## config.mk

```make
export PLATFORM = sky130hd
export DESIGN_NAME = indexed_ordered_list_unit
export DESIGN_NICKNAME = d
export VERILOG_FILES = /design/src/hw/rtl/iol_pkg.sv /design/src/hw/rtl/iol_ram.sv /design/src/hw/rtl/iol_decode.sv /design/src/hw/rtl/indexed_ordered_list_unit.sv
export SDC_FILE = /design/constraint.sdc
export NUM_CORES = 2
export LEC_CHECK = 0
export CELL_PAD_IN_SITES_DETAIL_PLACEMENT = 1
export CELL_PAD_IN_SITES_GLOBAL_PLACEMENT = 2
export CORE_MARGIN = 4
export CORE_UTILIZATION = 49
export CTS_CLUSTER_SIZE = 20
export DETAILED_ROUTE_END_ITERATION = 7
export DONT_BUFFER_PORTS = 1
export PLACE_DENSITY = 0.9
export RECOVER_POWER = 25
export SLEW_MARGIN = 20
export SYNTH_ARGS = -nofsm -noshare
export SYNTH_HDL_FRONTEND = slang
export SYNTH_SLANG_ARGS = --single-unit
```

## constraint.sdc

```tcl
create_clock -name clk -period 4.85 [get_ports clk]
set_clock_uncertainty 0.1 [all_clocks]
set_input_delay 0.7275 -clock clk [delete_from_list [all_inputs] [get_ports clk]]
set_output_delay 0.7275 -clock clk [all_outputs]
set_load 0.01 [all_outputs]
```

## src/hw/rtl/iol_pkg.sv

```systemverilog
// shared constants, codes and types for the indexed ordered list unit
package iol_pkg;

  // field widths
  localparam int POS_W        = 7;
  localparam int VAL_W        = 32;
  localparam int CMD_W        = 3;
  localparam int STAT_W       = 2;
  localparam int LEN_W        = 7;
  localparam int DEF_CAPACITY = 64;

  // command codes
  localparam logic [CMD_W-1:0] CMD_READ   = 3'd0;
  localparam logic [CMD_W-1:0] CMD_HEAD   = 3'd1;
  localparam logic [CMD_W-1:0] CMD_TAIL   = 3'd2;
  localparam logic [CMD_W-1:0] CMD_AT     = 3'd3;
  localparam logic [CMD_W-1:0] CMD_DELETE = 3'd4;

  // status codes
  localparam logic [STAT_W-1:0] STAT_DONE  = 2'd0;
  localparam logic [STAT_W-1:0] STAT_RANGE = 2'd1;
  localparam logic [STAT_W-1:0] STAT_FULL  = 2'd2;

  // sequencer states
  typedef enum logic [2:0] {
    ST_IDLE,
    ST_SHIFT_RD,
    ST_SHIFT_WR,
    ST_PUT,
    ST_FINISH
  } state_t;

  // decoded command, passed from decode to sequencer
  typedef struct packed {
    logic [STAT_W-1:0] status;
    logic              do_read;
    logic              do_insert;
    logic              do_delete;
    logic              need_shift;
  } dec_t;

endpackage

```

## src/hw/rtl/iol_ram.sv

```systemverilog
// generic single write port ram with registered read
module iol_ram
  #(parameter int WIDTH = 32,
    parameter int DEPTH = 64,
    localparam int AW = $clog2(DEPTH))
  (input  logic             clk,
   input  logic             rd_en,
   input  logic [AW-1:0]    rd_addr,
   output logic [WIDTH-1:0] rd_data,
   input  logic             wr_en,
   input  logic [AW-1:0]    wr_addr,
   input  logic [WIDTH-1:0] wr_data);

  logic [WIDTH-1:0] mem [DEPTH];

  // write port and registered read port
  always_ff @(posedge clk) begin
    if (wr_en) begin
      mem[wr_addr] <= wr_data;
    end
    if (rd_en) begin
      rd_data <= mem[rd_addr];
    end
  end

endmodule

```

## src/hw/rtl/iol_decode.sv

```systemverilog
// command decode: range and full checks, new length, effective position
module iol_decode
  import iol_pkg::*;
  #(parameter int CAPACITY = DEF_CAPACITY,
    localparam int CW = ($clog2(CAPACITY + 1) > POS_W) ? $clog2(CAPACITY + 1) : POS_W)
  (input  logic [CMD_W-1:0] command,
   input  logic [POS_W-1:0] position,
   input  logic [CW-1:0]    count,
   output dec_t             dec,
   output logic [CW-1:0]    eff_pos,
   output logic [CW-1:0]    new_count);

  localparam logic [CW-1:0] CAP_C = CW'(CAPACITY);

  logic [CW-1:0] pos_ext;
  logic [CW-1:0] pos_p1;

  assign pos_ext = CW'(position);
  assign pos_p1  = pos_ext + 1'b1;

  // per-command checks
  always_comb begin
    dec       = '0;
    dec.status = STAT_DONE;
    eff_pos   = pos_ext;
    new_count = count;
    unique case (command)
      CMD_READ: begin
        if (pos_ext < count) begin
          dec.do_read = 1'b1;
        end else begin
          dec.status = STAT_RANGE;
        end
      end
      CMD_HEAD, CMD_TAIL, CMD_AT: begin
        if (command == CMD_HEAD) begin
          eff_pos = '0;
        end else if (command == CMD_TAIL) begin
          eff_pos = count;
        end
        if (eff_pos > count) begin
          dec.status = STAT_RANGE;
        end else if (count >= CAP_C) begin
          dec.status = STAT_FULL;
        end else begin
          dec.do_insert  = 1'b1;
          dec.need_shift = count > eff_pos;
          new_count      = count + 1'b1;
        end
      end
      CMD_DELETE: begin
        if (pos_ext < count) begin
          dec.do_delete  = 1'b1;
          dec.need_shift = pos_p1 < count;
          new_count      = count - 1'b1;
        end else begin
          dec.status = STAT_RANGE;
        end
      end
      default: begin
      end
    endcase
  end

endmodule

```

## src/hw/rtl/indexed_ordered_list_unit.sv

```systemverilog
// top level: indexed ordered list with a sequenced entry shifter
//
// Input beats carry a command (read, insert head, insert tail, insert at
// position, delete), a position and a value. Each input beat yields exactly
// one output beat: read value (zero unless a read hit), status and the list
// length after the command. in_stall is high while a command is in progress.
// A read or rejected command goes straight to its result. An insert at p
// with n entries first moves the n-p entries from p upward by one, then
// writes the value at p; a delete at p moves the n-p-1 entries above p
// down by one. Entries move one at a time: the entry RAM has one read port
// with a registered output and one write port, and the sequencer reads each
// entry then writes it. The next input beat is taken once the sequencer is
// back in idle, which happens in the same cycle that out_valid rises.
// The result sits in an output register; a new command may start while it
// waits, but its own result is held back until the previous one is taken.
// Reset (rst_n low, synchronous) empties the list and drops any pending beat;
// the RAM contents are not cleared, since only written entries are ever read.
module indexed_ordered_list_unit
  import iol_pkg::*;
  #(parameter int CAPACITY = DEF_CAPACITY)
  (input  logic                    clk,
   input  logic                    rst_n,
   input  logic                    in_valid,
   output logic                    in_stall,
   input  logic [CMD_W-1:0]        in_command,
   input  logic [POS_W-1:0]        in_position,
   input  logic signed [VAL_W-1:0] in_item_value,
   output logic                    out_valid,
   input  logic                    out_stall,
   output logic signed [VAL_W-1:0] out_read_value,
   output logic [STAT_W-1:0]       out_status,
   output logic [LEN_W-1:0]        out_list_length);

  localparam int CW = ($clog2(CAPACITY + 1) > POS_W) ? $clog2(CAPACITY + 1) : POS_W;
  localparam int AW = $clog2(CAPACITY);

  state_t            state_r, state_nxt;
  logic [CW-1:0]     count_r, count_nxt;
  logic [CW-1:0]     idx_r, idx_nxt;
  logic [CW-1:0]     pos_r, pos_nxt;
  logic [VAL_W-1:0]  value_r, value_nxt;
  logic [STAT_W-1:0] status_r, status_nxt;
  logic              is_read_r, is_read_nxt;
  logic              is_del_r, is_del_nxt;
  logic              out_valid_r, out_valid_nxt;
  logic [VAL_W-1:0]  out_value_r, out_value_nxt;
  logic [STAT_W-1:0] out_status_r, out_status_nxt;
  logic [LEN_W-1:0]  out_len_r, out_len_nxt;

  dec_t              dec;
  logic [CW-1:0]     eff_pos;
  logic [CW-1:0]     dec_count;
  logic              accept;
  logic [CW-1:0]     idx_m1;
  logic [CW-1:0]     idx_p1;

  logic              ram_rd_en;
  logic [AW-1:0]     ram_rd_addr;
  logic [VAL_W-1:0]  ram_rd_data;
  logic              ram_wr_en;
  logic [AW-1:0]     ram_wr_addr;
  logic [VAL_W-1:0]  ram_wr_data;

  // command checks against the current length
  iol_decode #(.CAPACITY(CAPACITY)) u_decode (
    .command   (in_command),
    .position  (in_position),
    .count     (count_r),
    .dec       (dec),
    .eff_pos   (eff_pos),
    .new_count (dec_count)
  );

  // entry storage
  iol_ram #(.WIDTH(VAL_W), .DEPTH(CAPACITY)) u_ram (
    .clk     (clk),
    .rd_en   (ram_rd_en),
    .rd_addr (ram_rd_addr),
    .rd_data (ram_rd_data),
    .wr_en   (ram_wr_en),
    .wr_addr (ram_wr_addr),
    .wr_data (ram_wr_data)
  );

  assign in_stall = (state_r != ST_IDLE);
  assign accept   = in_valid && !in_stall;
  assign idx_m1   = idx_r - 1'b1;
  assign idx_p1   = idx_r + 1'b1;

  // sequencer next state and ram control
  always_comb begin
    state_nxt      = state_r;
    count_nxt      = count_r;
    idx_nxt        = idx_r;
    pos_nxt        = pos_r;
    value_nxt      = value_r;
    status_nxt     = status_r;
    is_read_nxt    = is_read_r;
    is_del_nxt     = is_del_r;
    out_valid_nxt  = out_valid_r && out_stall;
    out_value_nxt  = out_value_r;
    out_status_nxt = out_status_r;
    out_len_nxt    = out_len_r;
    ram_rd_en      = 1'b0;
    ram_rd_addr    = eff_pos[AW-1:0];
    ram_wr_en      = 1'b0;
    ram_wr_addr    = idx_r[AW-1:0];
    ram_wr_data    = ram_rd_data;
    unique case (state_r)
      ST_IDLE: begin
        if (accept) begin
          count_nxt   = dec_count;
          pos_nxt     = eff_pos;
          value_nxt   = in_item_value;
          status_nxt  = dec.status;
          is_read_nxt = dec.do_read;
          is_del_nxt  = dec.do_delete;
          idx_nxt     = dec.do_delete ? eff_pos : count_r;
          ram_rd_en   = dec.do_read;
          if (dec.need_shift) begin
            state_nxt = ST_SHIFT_RD;
          end else if (dec.do_insert) begin
            state_nxt = ST_PUT;
          end else begin
            state_nxt = ST_FINISH;
          end
        end
      end
      ST_SHIFT_RD: begin
        // fetch the neighbor that moves into idx
        ram_rd_en   = 1'b1;
        ram_rd_addr = is_del_r ? idx_p1[AW-1:0] : idx_m1[AW-1:0];
        state_nxt   = ST_SHIFT_WR;
      end
      ST_SHIFT_WR: begin
        ram_wr_en = 1'b1;
        if (is_del_r) begin
          idx_nxt   = idx_p1;
          state_nxt = (idx_p1 < count_r) ? ST_SHIFT_RD : ST_FINISH;
        end else begin
          idx_nxt   = idx_m1;
          state_nxt = (idx_m1 > pos_r) ? ST_SHIFT_RD : ST_PUT;
        end
      end
      ST_PUT: begin
        ram_wr_en   = 1'b1;
        ram_wr_addr = pos_r[AW-1:0];
        ram_wr_data = value_r;
        state_nxt   = ST_FINISH;
      end
      ST_FINISH: begin
        // hand the result to the output register once it is free
        if (!out_valid_r || !out_stall) begin
          out_valid_nxt  = 1'b1;
          out_value_nxt  = is_read_r ? ram_rd_data : '0;
          out_status_nxt = status_r;
          out_len_nxt    = count_r[LEN_W-1:0];
          state_nxt      = ST_IDLE;
        end
      end
      default: begin
        state_nxt = ST_IDLE;
      end
    endcase
  end

  // control registers
  always_ff @(posedge clk) begin
    if (!rst_n) begin
      state_r     <= ST_IDLE;
      count_r     <= '0;
      out_valid_r <= 1'b0;
    end else begin
      state_r     <= state_nxt;
      count_r     <= count_nxt;
      out_valid_r <= out_valid_nxt;
    end
  end

  // payload registers
  always_ff @(posedge clk) begin
    idx_r        <= idx_nxt;
    pos_r        <= pos_nxt;
    value_r      <= value_nxt;
    status_r     <= status_nxt;
    is_read_r    <= is_read_nxt;
    is_del_r     <= is_del_nxt;
    out_value_r  <= out_value_nxt;
    out_status_r <= out_status_nxt;
    out_len_r    <= out_len_nxt;
  end

  assign out_valid       = out_valid_r;
  assign out_read_value  = out_value_r;
  assign out_status      = out_status_r;
  assign out_list_length = out_len_r;

endmodule
```

==> flow_summary.json <==
{
  "cp_max_fo": 64,
  "grt_max_degree": 71,
  "maxSlewHeadroom_pct": -60.19,
  "max-vdd-ir-drop_mv": 0.4212,
  "crit_chain": "nor2b_1 > nand2_2 > clkbuf_2 > nand2_1 > nand2_1",
  "setup_viol": 0,
  "synth_compound_area_share_pct": 3.746,
  "cp_data_arrival_time_ns": 4.66,
  "dp_hpwl_um": 170200,
  "fmax_mhz": 211.3,
  "internal_power_uw": 31290,
  "dp_slack_ns": 0.3475,
  "die_w_um": 425.2,
  "synthDistinctLibCells": 83,
  "worst_pin_slew_ns": 2.403,
  "outcome": "complete, but fails checks",
  "die-area_um2": 180800,
  "top_usage_layer": "met2",
  "postLayoutCoreUtil_pct": 56.67,
  "dr.first_iter.drc_count": 10120,
  "clkLatencyLatePin_ns": 0.87,
  "critPathRequiredTime_ns": 4.78,
  "cap_violations": 7,
  "cts_buffer_depth": 3,
  "vias": 54320,
  "fp.dieH_um": 425.2,
  "fin_ws_ns": 0.1163,
  "antenna_found_initial": 18,
  "start_util_pct": 49.49,
  "synth_top_area_share_pct": 76.46,
  "violations": "max-capacitance violations, max-slew violations",
  "vias_per_cell": 7.027,
  "ant_nets": 0,
  "synth_most_common_cell": "edfxtp_1",
  "switchingPower_uw": 10540,
  "crit_path_frequent_cell": "nand2_1",
  "synth_area_um2": 85270,
  "htreeDepth": 4,
  "grt_pass1_vias": 54950,
  "area_growth_pct": 14.52,
  "critical-path-top-delay-family": "simple AND/OR/NAND/NOR gates",
  "yosysSeqAreaShare_pct": 76.71,
  "synthMuxAreaShare_pct": 8.297,
  "synth_top_area_cell": "edfxtp_1",
  "cts_repair_resize_count": 0,
  "synthCells": 4974,
  "wl_per_cell_um": 40.36,
  "grt_pass1_wl_um": 432600,
  "synth_xor_xnor_area_share_pct": 0.2348,
  "critPathSlowestCell": "nand2_1",
  "gr-usage-met3_pct": 12.01,
  "post-route-period-util_pct": 97.60,
  "io_buffers": 0,
  "pwr-share-comb_pct": 10.1,
  "synthAdderAreaFrac_pct": 0.6104,
  "grtUsageMet2_pct": 51.47,
  "synth_edf_count": 2171,
  "min_path_type": "primary input to flop",
  "seq_power_share_pct": 50.4,
  "switching_share_pct": 25.19,
  "rsz0062_at_grt": "false",
  "io_pins": 89,
  "core_um2": 172300,
  "ys_warn_count": 0,
  "crit_type": "flop to flop",
  "fin_nets": 5320,
  "grt_overflow_total": 0,
  "slowest_delay_ns": 1.36,
  "hold_viol_final": 0,
  "pwr-share-clk_pct": 39.4,
  "slew_violations": 308,
  "ys_top_cells_by_count": "2171 x edfxtp_1, 960 x nand2_1, 302 x nand3_1, 252 x mux4_2, 155 x nand4_1",
  "synthSimpleGateAreaFrac_pct": 8.718,
  "tns_ns": 0,
  "cts_root_buffer": "clkbuf_16",
  "async_reset_ff_share_pct": 0,
  "cts_tree": "built",
  "critPathBufInv": 1,
  "grtUsageMet1_pct": 42.97,
  "endpoint_kind": "flop",
  "cts_sinks": 2182,
  "power_density_nw_per_um2": 428.3,
  "startpoint_type": "flop",
  "grt_use_total_pct": 34.36,
  "layout-drive-gt1-share_pct": 17.53,
  "r2r_setup_slack_ns": 0.12,
  "cts_buffers": 209,
  "cts_setup_buffers": 0,
  "placementRows": 152,
  "wirelength_um": 311900,
  "finalCriticalPeriod_ns": 4.734,
  "synth_nets": 5061,
  "yosys-top-cells-area": "edfxtp_1 76%, mux4_2 6.7%, nand2_1 4.2%",
  "synth_flop_cell": "edfxtp_1",
  "avgSynthCellArea_um2": 17.14,
  "drcViolationCount": 0,
  "gp_congestion": 0.8945,
  "dr.pass1.iters": 6,
  "p_leak_uw": 0.03155,
  "clkTransAtPathRegs_ns": 0.06,
  "hold_buffers": 46,
  "synth_top_family_by_area": "simple AND/OR/NAND/NOR gates",
  "synth-seq-cells": 2182
}
## metal layers
| metal | wire length (µm) | vias to the layer above |
|---|---|---|
| li1 | - | 20160 |
| met1 | 99950 | 27340 |
| met2 | 141200 | 5531 |
| met3 | 47050 | 1282 |
| met4 | 23630 | 8 |
| met5 | 50 | - |
## metrics by stage
stage	total power (µW)	instance area (µm²)	instances	hold WS (ns)
final	41830	97650	7729	0.05311
after global routing	42810	97620	7718	0.05223
after CTS	41520	97630	7716	0.01186
after detailed placement	25440	90510	7284	0.3084
after global placement	25250	90480	7282	0.3050
after floorplan	23810	85270	4974	0.3003
## flip-flops by register name, summed over array words and instances, names as in the netlist
name / count
u_ram.rd_data: 32
pos_r: 7
is_read_r: 1
u_ram.mem: 2048
status_r: 2
out_valid: 1
value_r: 32
count_r: 7
out_status: 2
out_read_value: 32
out_list_length: 7
idx_r: 7
is_del_r: 1
state_r: 3
## kinds of logic after synthesis
family / count (synthesis)
buf+inv: 298
mux: 391
xor+xnor: 22
flops: 2182
compound gates: 397
simple gates: 1643
fa+ha+maj: 41
## cells in the final DEF (no fill, tap or decap), types with 11 or more instances in the layout
master,count
nand3_1,302
buf_12,67
edfxtp_1,2171
clkbuf_1,52
nand2_2,23
a21oi_1,28
nor2_4,68
ha_1,40
o21a_1,15
bufinv_16,16
mux4_2,252
nor4_4,12
a22oi_1,61
and2_0,27
clkinv_2,35
xnor2_1,12
nand4_1,155
nand2_1,930
a32oi_1,133
clkbuf_16,214
dlygate4sd3_1,46
inv_1,30
o21ai_0,30
or4_1,32
dfxtp_1,11
a22o_1,60
buf_4,190
nor2_1,24
clkinv_1,47
diode_2,11
mux2i_1,135
## final timing paths
kind,startpoint,endpoint,depth (start not counted)
worst max-delay path,state_r[1],u_ram.mem[53][23],5
worst min-delay path,rst_n,count_r[3],2
worst max register to register,state_r[1],u_ram.mem[53][23],5
worst min register to register,status_r[1],out_status[1],0
## worst register-to-register path, cell delays in order, from the launching register on
cell and delay [ns]:
dfxtp_1 0.46, nor2b_1 0.34, nand2_2 0.39, clkbuf_2 0.89, nand2_1 0.32, nand2_1 1.36
## area by class of cell
class | instances | area [µm²]
well taps | 2310 | 2890
clock buffers | 261 | 5552
repair buffers | 316 | 3313
diodes | 11 | 27.53
multi-input cells | 2494 | 19240
inverters | 30 | 112.6
fillers | 15390 | 74650
clock inverters | 125 | 1101
flip-flops and latches | 2182 | 65410
## power groups by stage
| stage | clock (µW) | combinational, µW | sequential, µW |
|---|---|---|---|
| finish | 16500 | 4240 | 21100 |
| global route | 17300 | 4390 | 21100 |
| CTS | 16300 | 4090 | 21100 |
| detailed placement | 0 | 3960 | 21500 |
| global placement | 0 | 3770 | 21500 |
| floorplan | 0 | 2400 | 21400 |
(Power assumes the default switching activity.)
